$ cat src/design/gas_resistance_aqi_estimator_top_assert.svh
// Assertion macros shared by the estimator modules.
`ifndef GAS_RESISTANCE_AQI_ESTIMATOR_TOP_ASSERT_SVH
`define GAS_RESISTANCE_AQI_ESTIMATOR_TOP_ASSERT_SVH

// Consequent must hold in the same cycle as the antecedent.
`define GRAQ_ASSERT_SAME(label, clock, reset, ante, cons, msg) \
  label: assert property (@(posedge clock) disable iff (reset) (ante) |-> (cons)) \
    else $error(msg);

// Consequent must hold in the cycle after the antecedent.
`define GRAQ_ASSERT_NEXT(label, clock, reset, ante, cons, msg) \
  label: assert property (@(posedge clock) disable iff (reset) (ante) |=> (cons)) \
    else $error(msg);

`endif

$ cat src/design/graq_pkg.sv
package graq_pkg;

  localparam int RES_W       = 24;
  localparam int INDEX_W     = 17;
  localparam int SLOPE_W     = 16;
  localparam int ALPHA_W     = 9;
  localparam int CFG_INDEX_W = 3;
  localparam int CFG_DATA_W  = 24;
  localparam int AVG_SHIFT   = 8;

  localparam logic [ALPHA_W-1:0] ALPHA_ONE = 9'd256;

  localparam logic [CFG_INDEX_W-1:0] REG_REF_RESISTANCE = 3'd0;
  localparam logic [CFG_INDEX_W-1:0] REG_REF_INDEX      = 3'd1;
  localparam logic [CFG_INDEX_W-1:0] REG_SLOPE          = 3'd2;
  localparam logic [CFG_INDEX_W-1:0] REG_MIN_RESISTANCE = 3'd3;
  localparam logic [CFG_INDEX_W-1:0] REG_INDEX_MAX      = 3'd4;
  localparam logic [CFG_INDEX_W-1:0] REG_ALPHA          = 3'd5;

  localparam logic [RES_W-1:0]   RST_REF_RESISTANCE = 24'd43000;
  localparam logic [INDEX_W-1:0] RST_REF_INDEX      = 17'd10496;
  localparam logic [SLOPE_W-1:0] RST_SLOPE          = 16'd11867;
  localparam logic [RES_W-1:0]   RST_MIN_RESISTANCE = 24'd100;
  localparam logic [INDEX_W-1:0] RST_INDEX_MAX      = 17'd128000;
  localparam logic [ALPHA_W-1:0] RST_ALPHA          = 9'd26;

  typedef struct packed {
    logic [RES_W-1:0] gas_resistance_ohm;
  } reading_t;

  typedef struct packed {
    logic [INDEX_W-1:0] smoothed_index_q8;
    logic [INDEX_W-1:0] instant_index_q8;
    logic               first_reading;
  } result_t;

  typedef struct packed {
    logic load;
    logic norm;
    logic calc_log;
    logic mul;
    logic inst;
    logic avg_mul;
    logic publish;
  } graq_cmd_t;

  typedef struct packed {
    logic norm_done;
    logic out_free;
  } graq_status_t;

endpackage

$ cat src/design/graq_reading_if.sv
interface graq_reading_if;
  import graq_pkg::*;

  logic     valid;
  logic     ready;
  reading_t payload;

  modport source (output valid, output payload, input ready);
  modport sink (input valid, input payload, output ready);
endinterface

$ cat src/design/graq_result_if.sv
interface graq_result_if;
  import graq_pkg::*;

  logic    valid;
  logic    ready;
  result_t payload;

  modport source (output valid, output payload, input ready);
  modport sink (input valid, input payload, output ready);
endinterface

$ cat src/design/graq_ctrl.sv
module graq_ctrl (
  input  logic                  clk,
  input  logic                  rst,
  input  logic                  reading_valid,
  output logic                  reading_ready,
  input  graq_pkg::graq_status_t status,
  output graq_pkg::graq_cmd_t   cmd
);
  import graq_pkg::*;

  `include "gas_resistance_aqi_estimator_top_assert.svh"

  typedef enum logic [2:0] {
    S_IDLE,
    S_NORM,
    S_LOG,
    S_MUL,
    S_INST,
    S_AVG_MUL,
    S_DONE
  } state_t;

  state_t state;
  state_t state_next;

  always_comb begin
    state_next = state;
    cmd = '0;
    reading_ready = 1'b0;
    unique case (state)
      S_IDLE: begin
        reading_ready = 1'b1;
        if (reading_valid) begin
          cmd.load = 1'b1;
          state_next = S_NORM;
        end
      end
      S_NORM: begin
        cmd.norm = 1'b1;
        if (status.norm_done) begin
          state_next = S_LOG;
        end
      end
      S_LOG: begin
        cmd.calc_log = 1'b1;
        state_next = S_MUL;
      end
      S_MUL: begin
        cmd.mul = 1'b1;
        state_next = S_INST;
      end
      S_INST: begin
        cmd.inst = 1'b1;
        state_next = S_AVG_MUL;
      end
      S_AVG_MUL: begin
        cmd.avg_mul = 1'b1;
        state_next = S_DONE;
      end
      S_DONE: begin
        if (status.out_free) begin
          cmd.publish = 1'b1;
          state_next = S_IDLE;
        end
      end
      default: begin
        state_next = S_IDLE;
      end
    endcase
  end

  always_ff @(posedge clk) begin
    if (rst) begin
      state <= S_IDLE;
    end else begin
      state <= state_next;
    end
  end

  `GRAQ_ASSERT_NEXT(a_accept_starts_norm, clk, rst, reading_valid && reading_ready,
                    state == S_NORM, "accepted beat did not start normalization")
  `GRAQ_ASSERT_SAME(a_publish_when_free, clk, rst, cmd.publish, status.out_free,
                    "result published into a full output register")
  `GRAQ_ASSERT_NEXT(a_done_holds, clk, rst, state == S_DONE && !status.out_free,
                    state == S_DONE, "finished result dropped while output stalled")

endmodule

$ cat src/design/graq_datapath.sv
module graq_datapath #(
  parameter int LOG_FRAC_BITS  = 8,
  parameter int LOG_TABLE_BITS = 6,
  parameter int RES_BITS       = 24
) (
  input  logic                                   clk,
  input  logic                                   rst,
  input  logic                                   cfg_we,
  input  logic [graq_pkg::CFG_INDEX_W-1:0]       cfg_index,
  input  logic [graq_pkg::CFG_DATA_W-1:0]        cfg_data,
  input  graq_pkg::reading_t                     reading_payload,
  output logic                                   result_valid,
  input  logic                                   result_ready,
  output graq_pkg::result_t                      result_payload,
  input  graq_pkg::graq_cmd_t                    cmd,
  output graq_pkg::graq_status_t                 status
);
  import graq_pkg::*;

  `include "gas_resistance_aqi_estimator_top_assert.svh"

  localparam int PW      = $clog2(RES_W);
  localparam int LOG_W   = PW + LOG_FRAC_BITS;
  localparam int DIFF_W  = LOG_W + 1;
  localparam int PROD_W  = SLOPE_W + 1 + DIFF_W;
  localparam int SUM_W   = PROD_W + 1;
  localparam int TAB_N   = 1 << LOG_TABLE_BITS;
  localparam int TAB_W   = TAB_N * LOG_FRAC_BITS;
  localparam int D_W     = INDEX_W + 1;
  localparam int APROD_W = ALPHA_W + 1 + D_W;

  localparam logic [RES_W-1:0] RES_TOP = (RES_BITS >= RES_W) ? {RES_W{1'b1}} :
                                         RES_W'((64'd1 << RES_BITS) - 64'd1);
  localparam logic [PROD_W-1:0] HALF_LSB = PROD_W'(1) << (LOG_FRAC_BITS - 1);
  localparam logic [APROD_W-1:0] AVG_HALF = APROD_W'(1) << (AVG_SHIFT - 1);

  // Each entry is log2(1 + i/TAB_N), found by repeated squaring of the mantissa in Q30.
  function automatic logic [TAB_W-1:0] build_log_table();
    logic [TAB_W-1:0]         tab;
    logic [63:0]              v;
    logic [LOG_FRAC_BITS-1:0] r;
    tab = '0;
    for (int i = 0; i < TAB_N; i++) begin
      v = 64'(TAB_N + i) << (30 - LOG_TABLE_BITS);
      r = '0;
      for (int k = 0; k < LOG_FRAC_BITS; k++) begin
        v = (v * v) >> 30;
        r = r << 1;
        if (v >= (64'd1 << 31)) begin
          r[0] = 1'b1;
          v = v >> 1;
        end
      end
      tab[i*LOG_FRAC_BITS +: LOG_FRAC_BITS] = r;
    end
    return tab;
  endfunction

  localparam logic [TAB_W-1:0] LOG_TAB = build_log_table();

  logic [RES_W-1:0]   ref_resistance;
  logic [INDEX_W-1:0] ref_index;
  logic [SLOPE_W-1:0] slope;
  logic [RES_W-1:0]   min_resistance;
  logic [INDEX_W-1:0] index_max;
  logic [ALPHA_W-1:0] alpha;

  logic [INDEX_W-1:0] avg;
  logic               avg_valid;

  logic [RES_W-1:0]          x_ref;
  logic [RES_W-1:0]          x_rd;
  logic [PW-1:0]             p_ref;
  logic [PW-1:0]             p_rd;
  logic signed [DIFF_W-1:0]  diff;
  logic signed [PROD_W-1:0]  prod;
  logic [INDEX_W-1:0]        inst;
  logic signed [APROD_W-1:0] aprod;

  logic [RES_W-1:0]          rd_sat;
  logic [RES_W-1:0]          mn_sat;
  logic [RES_W-1:0]          rf_sat;
  logic [RES_W-1:0]          rd_lift;
  logic [LOG_TABLE_BITS-1:0] tidx_ref;
  logic [LOG_TABLE_BITS-1:0] tidx_rd;
  logic [LOG_W-1:0]          log_ref;
  logic [LOG_W-1:0]          log_rd;
  logic [PROD_W-1:0]         mag;
  logic [PROD_W-1:0]         q;
  logic signed [PROD_W-1:0]  sq;
  logic signed [SUM_W-1:0]   sum;
  logic [INDEX_W-1:0]        inst_next;
  logic [ALPHA_W-1:0]        alpha_eff;
  logic signed [D_W-1:0]     d;
  logic [APROD_W-1:0]        amag;
  logic [APROD_W-1:0]        aq;
  logic [INDEX_W-1:0]        avg_next;
  logic                      first_next;

  always_comb begin
    rd_sat = (reading_payload.gas_resistance_ohm > RES_TOP) ? RES_TOP :
             reading_payload.gas_resistance_ohm;
    mn_sat = (min_resistance > RES_TOP) ? RES_TOP : min_resistance;
    rf_sat = (ref_resistance > RES_TOP) ? RES_TOP : ref_resistance;
    rd_lift = (rd_sat < mn_sat) ? mn_sat : rd_sat;
    if (rd_lift == '0) begin
      rd_lift = RES_W'(1);
    end
    if (rf_sat == '0) begin
      rf_sat = RES_W'(1);
    end
  end

  always_comb begin
    tidx_ref = x_ref[RES_W-2 -: LOG_TABLE_BITS];
    tidx_rd  = x_rd[RES_W-2 -: LOG_TABLE_BITS];
    log_ref  = {p_ref, LOG_TAB[tidx_ref*LOG_FRAC_BITS +: LOG_FRAC_BITS]};
    log_rd   = {p_rd, LOG_TAB[tidx_rd*LOG_FRAC_BITS +: LOG_FRAC_BITS]};
  end

  // Round the scaled slope product to nearest, ties away from zero, then clamp.
  always_comb begin
    mag = prod[PROD_W-1] ? PROD_W'(-prod) : PROD_W'(prod);
    q = (mag + HALF_LSB) >> LOG_FRAC_BITS;
    sq = prod[PROD_W-1] ? -$signed(q) : $signed(q);
    sum = $signed(SUM_W'(ref_index)) + SUM_W'(sq);
    if (sum < 0) begin
      inst_next = '0;
    end else if (sum > $signed(SUM_W'(index_max))) begin
      inst_next = index_max;
    end else begin
      inst_next = sum[INDEX_W-1:0];
    end
  end

  always_comb begin
    alpha_eff = (alpha > ALPHA_ONE) ? ALPHA_ONE : alpha;
    d = $signed({1'b0, inst}) - $signed({1'b0, avg});
    amag = aprod[APROD_W-1] ? APROD_W'(-aprod) : APROD_W'(aprod);
    aq = (amag + AVG_HALF) >> AVG_SHIFT;
    first_next = !avg_valid;
    if (!avg_valid) begin
      avg_next = inst;
    end else if (aprod[APROD_W-1]) begin
      avg_next = avg - aq[INDEX_W-1:0];
    end else begin
      avg_next = avg + aq[INDEX_W-1:0];
    end
  end

  always_comb begin
    status.norm_done = x_ref[RES_W-1] && x_rd[RES_W-1];
    status.out_free  = !result_valid || result_ready;
  end

  always_ff @(posedge clk) begin
    if (rst) begin
      ref_resistance <= RST_REF_RESISTANCE;
      ref_index      <= RST_REF_INDEX;
      slope          <= RST_SLOPE;
      min_resistance <= RST_MIN_RESISTANCE;
      index_max      <= RST_INDEX_MAX;
      alpha          <= RST_ALPHA;
      avg            <= '0;
      avg_valid      <= 1'b0;
      result_valid   <= 1'b0;
    end else begin
      if (cfg_we) begin
        unique case (cfg_index)
          REG_REF_RESISTANCE: ref_resistance <= cfg_data[RES_W-1:0];
          REG_REF_INDEX:      ref_index      <= cfg_data[INDEX_W-1:0];
          REG_SLOPE:          slope          <= cfg_data[SLOPE_W-1:0];
          REG_MIN_RESISTANCE: min_resistance <= cfg_data[RES_W-1:0];
          REG_INDEX_MAX:      index_max      <= cfg_data[INDEX_W-1:0];
          REG_ALPHA:          alpha          <= cfg_data[ALPHA_W-1:0];
          default: begin
          end
        endcase
      end
      if (cmd.publish) begin
        avg          <= avg_next;
        avg_valid    <= 1'b1;
        result_valid <= 1'b1;
      end else if (result_ready) begin
        result_valid <= 1'b0;
      end
    end
  end

  always_ff @(posedge clk) begin
    if (cmd.load) begin
      x_ref <= rf_sat;
      x_rd  <= rd_lift;
      p_ref <= PW'(RES_W - 1);
      p_rd  <= PW'(RES_W - 1);
    end
    if (cmd.norm) begin
      if (!x_ref[RES_W-1]) begin
        x_ref <= x_ref << 1;
        p_ref <= p_ref - PW'(1);
      end
      if (!x_rd[RES_W-1]) begin
        x_rd <= x_rd << 1;
        p_rd <= p_rd - PW'(1);
      end
    end
    if (cmd.calc_log) begin
      diff <= $signed({1'b0, log_ref}) - $signed({1'b0, log_rd});
    end
    if (cmd.mul) begin
      prod <= $signed(PROD_W'(slope)) * PROD_W'(diff);
    end
    if (cmd.inst) begin
      inst <= inst_next;
    end
    if (cmd.avg_mul) begin
      aprod <= $signed(APROD_W'(alpha_eff)) * APROD_W'(d);
    end
    if (cmd.publish) begin
      result_payload.smoothed_index_q8 <= avg_next;
      result_payload.instant_index_q8  <= inst;
      result_payload.first_reading     <= first_next;
    end
  end

  `GRAQ_ASSERT_NEXT(a_load_nonzero, clk, rst, cmd.load, (x_ref != '0) && (x_rd != '0),
                    "log operand is zero after load")
  `GRAQ_ASSERT_NEXT(a_publish_valid, clk, rst, cmd.publish, result_valid && avg_valid,
                    "published result not presented")

endmodule

$ cat src/design/gas_resistance_aqi_estimator_top.sv
// Channel  Dir  Beat payload
// reading  in   gas_resistance_ohm
// result   out  smoothed_index_q8, instant_index_q8, first_reading
//
// A new reading is taken only while the block is idle, after the previous result has been
// published; the wait for its result grows with L (0 to 23), the larger leading-zero count of
// the reference and the clamped reading in 24 bits, which the shared one-bit-per-cycle
// normalizer shifts out of both operands.
// Synchronous rst restores the register defaults and forgets the running average.
// A finished result waits in the output register; the next reading is taken meanwhile,
// and its result waits until the register has been emptied.
module gas_resistance_aqi_estimator_top #(
  parameter int LOG_FRAC_BITS  = 8,
  parameter int LOG_TABLE_BITS = 6,
  parameter int RES_BITS       = 24
) (
  input  logic                             clk,
  input  logic                             rst,
  graq_reading_if.sink                     reading,
  graq_result_if.source                    result,
  input  logic                             cfg_we,
  input  logic [graq_pkg::CFG_INDEX_W-1:0] cfg_index,
  input  logic [graq_pkg::CFG_DATA_W-1:0]  cfg_data
);
  import graq_pkg::*;

  graq_cmd_t    cmd;
  graq_status_t status;
  logic         reading_ready;
  logic         result_valid;
  result_t      result_payload;

  graq_ctrl u_ctrl (
    .clk           (clk),
    .rst           (rst),
    .reading_valid (reading.valid),
    .reading_ready (reading_ready),
    .status        (status),
    .cmd           (cmd)
  );

  graq_datapath #(
    .LOG_FRAC_BITS  (LOG_FRAC_BITS),
    .LOG_TABLE_BITS (LOG_TABLE_BITS),
    .RES_BITS       (RES_BITS)
  ) u_datapath (
    .clk             (clk),
    .rst             (rst),
    .cfg_we          (cfg_we),
    .cfg_index       (cfg_index),
    .cfg_data        (cfg_data),
    .reading_payload (reading.payload),
    .result_valid    (result_valid),
    .result_ready    (result.ready),
    .result_payload  (result_payload),
    .cmd             (cmd),
    .status          (status)
  );

  assign reading.ready  = reading_ready;
  assign result.valid   = result_valid;
  assign result.payload = result_payload;

endmodule

$ cat src/flat_wrapper.sv
// flat-port wrapper written by rule: the top's interface ports become plain ports
module gas_resistance_aqi_estimator_top_flat import graq_pkg::*;
#(
  parameter int LOG_FRAC_BITS  = 8,
  parameter int LOG_TABLE_BITS = 6,
  parameter int RES_BITS       = 24
)
  (clk, rst, cfg_we, cfg_index, cfg_data, reading_valid, reading_payload, reading_ready, result_valid, result_payload, result_ready);
  graq_reading_if reading_i ();
  graq_result_if result_i ();
  input  logic clk;
  input  logic rst;
  input  logic cfg_we;
  input  logic [graq_pkg::CFG_INDEX_W-1:0] cfg_index;
  input  logic [graq_pkg::CFG_DATA_W-1:0] cfg_data;
  input wire logic [$bits(reading_i.valid)-1:0] reading_valid;
  input wire logic [$bits(reading_i.payload)-1:0] reading_payload;
  output wire logic [$bits(reading_i.ready)-1:0] reading_ready;
  output wire logic [$bits(result_i.valid)-1:0] result_valid;
  output wire logic [$bits(result_i.payload)-1:0] result_payload;
  input wire logic [$bits(result_i.ready)-1:0] result_ready;
  assign reading_i.valid = reading_valid;
  assign reading_i.payload = reading_payload;
  assign reading_ready = reading_i.ready;
  assign result_valid = result_i.valid;
  assign result_payload = result_i.payload;
  assign result_i.ready = result_ready;
  gas_resistance_aqi_estimator_top #(.LOG_FRAC_BITS(LOG_FRAC_BITS), .LOG_TABLE_BITS(LOG_TABLE_BITS), .RES_BITS(RES_BITS)) u_core (.clk(clk), .rst(rst), .reading(reading_i), .result(result_i), .cfg_we(cfg_we), .cfg_index(cfg_index), .cfg_data(cfg_data));
endmodule
$ cat config.mk
export PLATFORM = sky130hd
export DESIGN_NAME = gas_resistance_aqi_estimator_top_flat
export DESIGN_NICKNAME = d
export VERILOG_FILES = /design/src/design/graq_pkg.sv /design/src/design/graq_reading_if.sv /design/src/design/graq_result_if.sv /design/src/design/graq_ctrl.sv /design/src/design/graq_datapath.sv /design/src/design/gas_resistance_aqi_estimator_top.sv /design/src/flat_wrapper.sv
export VERILOG_INCLUDE_DIRS = /design/src /design/src/design
export SDC_FILE = /design/constraint.sdc
export NUM_CORES = 2
export LEC_CHECK = 0
export CAP_MARGIN = 20
export CORE_MARGIN = 3
export CORE_UTILIZATION = 65
export CTS_CLUSTER_SIZE = 30
export DETAILED_ROUTE_END_ITERATION = 12
export DONT_BUFFER_PORTS = 1
export PLACE_DENSITY_LB_ADDON = 0.08
export SETUP_SLACK_MARGIN = 0.15
export SYNTH_ARGS = -nofsm -noshare
export SYNTH_HDL_FRONTEND = slang
export SYNTH_HIERARCHICAL = 1
export SYNTH_SLANG_ARGS = --single-unit
$ cat constraint.sdc
create_clock -name clk -period 17.77 [get_ports clk]
set_input_delay 3.554 -clock clk [delete_from_list [all_inputs] [get_ports clk]]
set_output_delay 3.554 -clock clk [all_outputs]
set_load 0.005 [all_outputs]
==> impl.org <==
** Power
- In this run the static leakage power is 0.0157 µW.
- Worst IR drop on VDD :: 0.0819 mV
- Power density over the cells :: 91.8 nW/µm²
- The design draws 3240 µW.

** Placement
- Minimum setup slack after placement :: 8.85 ns
- Summed over all nets, the half-perimeter wirelength after detailed placement is 70,300 µm.
- Post-place instance area :: 34,000 µm²
- Routability-driven placement finished with a final weighted congestion of 0.994.
- Number of buffers added on ports :: 0

** Synthesis
- Synthesis produced a netlist whose cell count is 3,947.
- Multiplexer fraction of the synthesized cell area :: 3.30%
- Top-count cell post-synth :: nand2_1
- After Yosys synthesis, full adders, half adders and majority gates account for 29.2% of the synthesized area.
- Mapped Nets :: 4,606
- Library cell with the largest summed area after synthesis :: fa_1
- Fraction of post-synthesis cell area in the top cell type by area :: 18.1%
- Dividing the synthesized area by the synthesized cell count gives 8.56 µm².
- Counting flops with a built-in enable in the synthesized netlist gives 123.
- The synthesized design contains 310 register bits.
- Part of the Yosys area used for sequential elements :: 22.0%
- Summing the areas of all compound-gate instances in the mapped netlist gives 13.3% of the synthesized area.
- The netlist uses 98 different library cells.
- Cell area after synthesis :: 33,800 µm²
- The commonest cells after synthesis are nand2_1, inv_1, fa_1, ha_1, nor2_1.
- After Yosys synthesis, XOR and XNOR cells account for 5.58% of the synthesized area.
- By area, the combinational part of the netlist is dominated by adder cells.
- Of all flip-flops after synthesis, the portion carrying an async set or reset was 0%.
- The synthesized netlist devotes 18.8% of its cell area to simple gates.
- In the synthesized netlist the dominant register cell turns out to be dfxtp_1.
- Yosys printed 6 warnings.
- Largest cells by area after synthesis :: fa_1, dfxtp_1, ha_1, edfxtp_1, nand2_1

** STA
- Share of the cycle needed by the critical path after routing :: 50.8%
- Number of max-slew violations in the final report :: 0
- Worst Clk Skew :: 0.0239 ns
- F_max :: 0.111 GHz
- Final number of setup-violating endpoints :: 0
- For the finished layout, the period the worst path requires is 9.02 ns.
- Unrepaired setup endpoints after global routing :: no
- Setup TNS :: 0 ns
- Once routing completed, OpenROAD measured the worst setup slack at 8.75 ns.
- The number of failing hold endpoints at the final stage is 0.
- At the pin with the least slew margin, the transition time is 1.07 ns.
- Max-slew headroom at the worst pin :: 28.9%

** Floorplanning
- During I/O placement, the number of pins put on the boundary was 93.
- After floorplanning, the core was sized to cover 50,800 µm².
- Horizontal die dimension :: 234 µm
- Die outline area :: 54,700 µm²
- In this run the vertical extent of the chip is 234 µm.
- Number of standard-cell rows in the floorplan :: 82
- The initial utilization of the core area, before any placement, comes to 66.5%.

** Routing
- Number of vias per cell :: 6.10
- First-iteration detailed-routing DRC count :: 2,421
- The routed layout has 27,500 vias.
- In the routed design, unresolved DRC markers number 0.
- For this block, the routed nets add up to 90,700 µm of wire.
- Before antenna repair, the detailed router went through 8 iterations.
- The detail route stage leaves a number of antenna-violating nets equal to 0.
- Routed wire per std cell :: 20.1 µm

** Setup path
- Delay of the slowest cell on the worst path :: 0.54 ns
- STA puts the critical path data required time at 18.09 ns.
- The critical path is of the flip-flop to flip-flop type.
- Critical path endpoint category :: flip-flop
- Along the worst path, the maximum fanout reaches 9.
- For the worst flop-to-flop path, the logic depth is 35.
- In this run the worst setup path begins at u_core/u_datapath/inst[0]$_SDFFCE_PN0P_.
- Signal arrival time at the worst endpoint :: 9.34 ns
- The startpoint identified for the worst register-to-register timing path is u_core/u_datapath/inst[0]$_SDFFCE_PN0P_.
- The endpoint identified for the worst register-to-register timing path is u_core/u_datapath/aprod[27]$_DFFE_PP_.
- Critical path launch point type :: flip-flop
- CP most frequent cell :: a21oi_1
- Crit path max-delay cell type :: fa_1
- In this run the register-to-register setup slack is 8.75 ns.
- Capture point of the worst path :: u_core/u_datapath/aprod[27]$_DFFE_PP_

** Global route
- After global routing the overflow that remains totals 0.
- The first global-routing pass estimated 145,000 µm of wire.
- Global routing used 33.4% of the available tracks across all layers.
- Entering global routing, the biggest net connects 95 pins.
- The number of global-route vias before repair was 27,300.
- Number of antenna violations at the first check in global routing :: 0

** Cells and area
- The net count of the finished layout is 4,472.
- The number of antenna diodes in the final layout is 0.
- Area taken by multi-input logic gates :: 23,700 µm²
- Fin util :: 69.6%
- Counting the fill cells in the layout gives 4,057.
- FF/Latch Area :: 7440 µm²
- From synthesis to final layout, the design area changed by 4.59%.
- Post-route design area :: 35,300 µm²
- The post-route netlist has 3.64% of its cells at a drive strength greater than 1.

** Clocking
- Once the clock tree was built, the setup fixing pass inserted 0 buffers.
- CTS tree :: built
- The later pin in the worst-skew pair is clocked with a latency of 0.57 ns.
- Deepest clock path buffer count :: 3
- Number of cells upsized or downsized after cts :: 0
- The number of hold buffers added after CTS was 0.
- CTS H-tree depth :: 2
- The clock net in this run drives a total of 310 sinks.
- Clock slew seen by the registers of the worst setup and hold paths :: 0.06 ns
- Clock tree synthesis inserted a total of 37 buffers.
- Clk root buf :: clkbuf_16

** Hold path
- The min-delay analysis places its worst path in the category flip-flop to flip-flop.

** Flow run
- Max Cap Viol :: 0

** Outcome
- The flow ran to the end, and the final reports show no timing, DRC or antenna violations.
==> per-stage QoR <==
stage	cells	hold slack, ns
6_report	4514	0.459
4_1_cts	4512	0.456
3_5_place_dp	4444	0.441
3_3_place_gp	4444	0.434
2_1_floorplan	3947	0.424
5_1_grt	4514	0.465
==> cells in the final DEF, fill, tap and decap left out, types with 47 or more instances in the layout <==
| master | instances |
|---|---|
| nand2_1 | 564 |
| inv_1 | 490 |
| fa_1 | 306 |
| ha_1 | 297 |
| nor2_1 | 229 |
| a21oi_1 | 204 |
| dfxtp_1 | 187 |
| xnor2_1 | 152 |
| o21ai_0 | 147 |
| and2_1 | 144 |
| edfxtp_1 | 123 |
| mux2i_1 | 82 |
| nand3_1 | 71 |
| xor2_1 | 59 |
| nor3_1 | 57 |
| nand2b_1 | 55 |
| nor2b_1 | 52 |
| a21o_1 | 47 |
==> worst min path at each step <==
stage,startpoint,endpoint,slack [ns],depth (start not counted)
after floorplan,u_core/u_datapath/x_ref[9]$_DFF_P_,u_core/u_datapath/x_ref[10]$_DFF_P_,0.42,2
after global placement,u_core/u_datapath/x_ref[0]$_DFF_P_,u_core/u_datapath/x_ref[1]$_DFF_P_,0.43,2
after detailed placement,u_core/u_datapath/x_ref[2]$_DFF_P_,u_core/u_datapath/x_ref[3]$_DFF_P_,0.44,2
after CTS,u_core/u_datapath/alpha[0]$_SDFFE_PP0P_,u_core/u_datapath/alpha[0]$_SDFFE_PP0P_,0.46,2
after global routing,u_core/u_datapath/inst[0]$_SDFFCE_PN0P_,u_core/u_datapath/result_payload[1]$_DFFE_PP_,0.47,0
final,u_core/u_datapath/inst[0]$_SDFFCE_PN0P_,u_core/u_datapath/result_payload[1]$_DFFE_PP_,0.46,0
==> report_power, final <==
part           switching [µW]  total [µW]  internal [µW]
Sequential               68.9         931            863
Clock                     325         795            470
Combinational             900        1520            616
==> cells by family (layout without fill, tap and decap cells) <==
kind of cell	after synthesis	in the layout
AND/OR/NAND/NOR	1333	1333
flip-flops	310	310
AO/OA/AOI/OAI	689	689
XOR/XNOR	213	213
multiplexers	106	106
buffers and inverters	692	587
adder cells (fa/ha/maj)	604	604
==> sequential cells by signal (all words and copies together), names as in the netlist <==
name,cells
u_core/u_ctrl/state,3
u_core/u_datapath/slope,16
u_core/u_datapath/result_valid,1
u_core/u_datapath/x_ref,24
u_core/u_datapath/min_resistance,24
u_core/u_datapath/avg,17
u_core/u_datapath/diff,14
u_core/u_datapath/avg_valid,1
u_core/u_datapath/x_rd,24
u_core/u_datapath/p_ref,5
u_core/u_datapath/alpha,9
u_core/u_datapath/prod,31
u_core/u_datapath/ref_index,17
u_core/u_datapath/p_rd,5
u_core/u_datapath/result_payload,35
u_core/u_datapath/inst,17
u_core/u_datapath/ref_resistance,24
u_core/u_datapath/aprod,26
u_core/u_datapath/index_max,17
==> worst max-delay path: cells and delay by family (launching register included) <==
family                   cells  cell delay [ns]
flip-flops                   1             0.38
adder cells (fa/ha/maj)      8             3.46
XOR/XNOR                     2             0.46
AO/OA/AOI/OAI               19             3.98
AND/OR/NAND/NOR              1             0.16
buffers and inverters        5             0.32
==> layer usage <==
metal	vias to the layer above	GRT usage, %	wire length, µm
li1	12900	-	-
met1	13400	45.3	37800
met2	1089	54.4	42200
met3	217	4.69	6930
met4	0	13.3	3820
met5	-	0	0
==> layout make-up <==
class / count / share of cell area (%)
multi-input cells: 2945 / 67.2
inverters: 497 / 5.28
clock inverters: 19 / 0.627
repair buffers: 22 / 0.524
well taps: 672 / 2.38
clock buffers: 49 / 2.99
flip-flops and latches: 310 / 21.0
(Power assumes the default switching activity.)
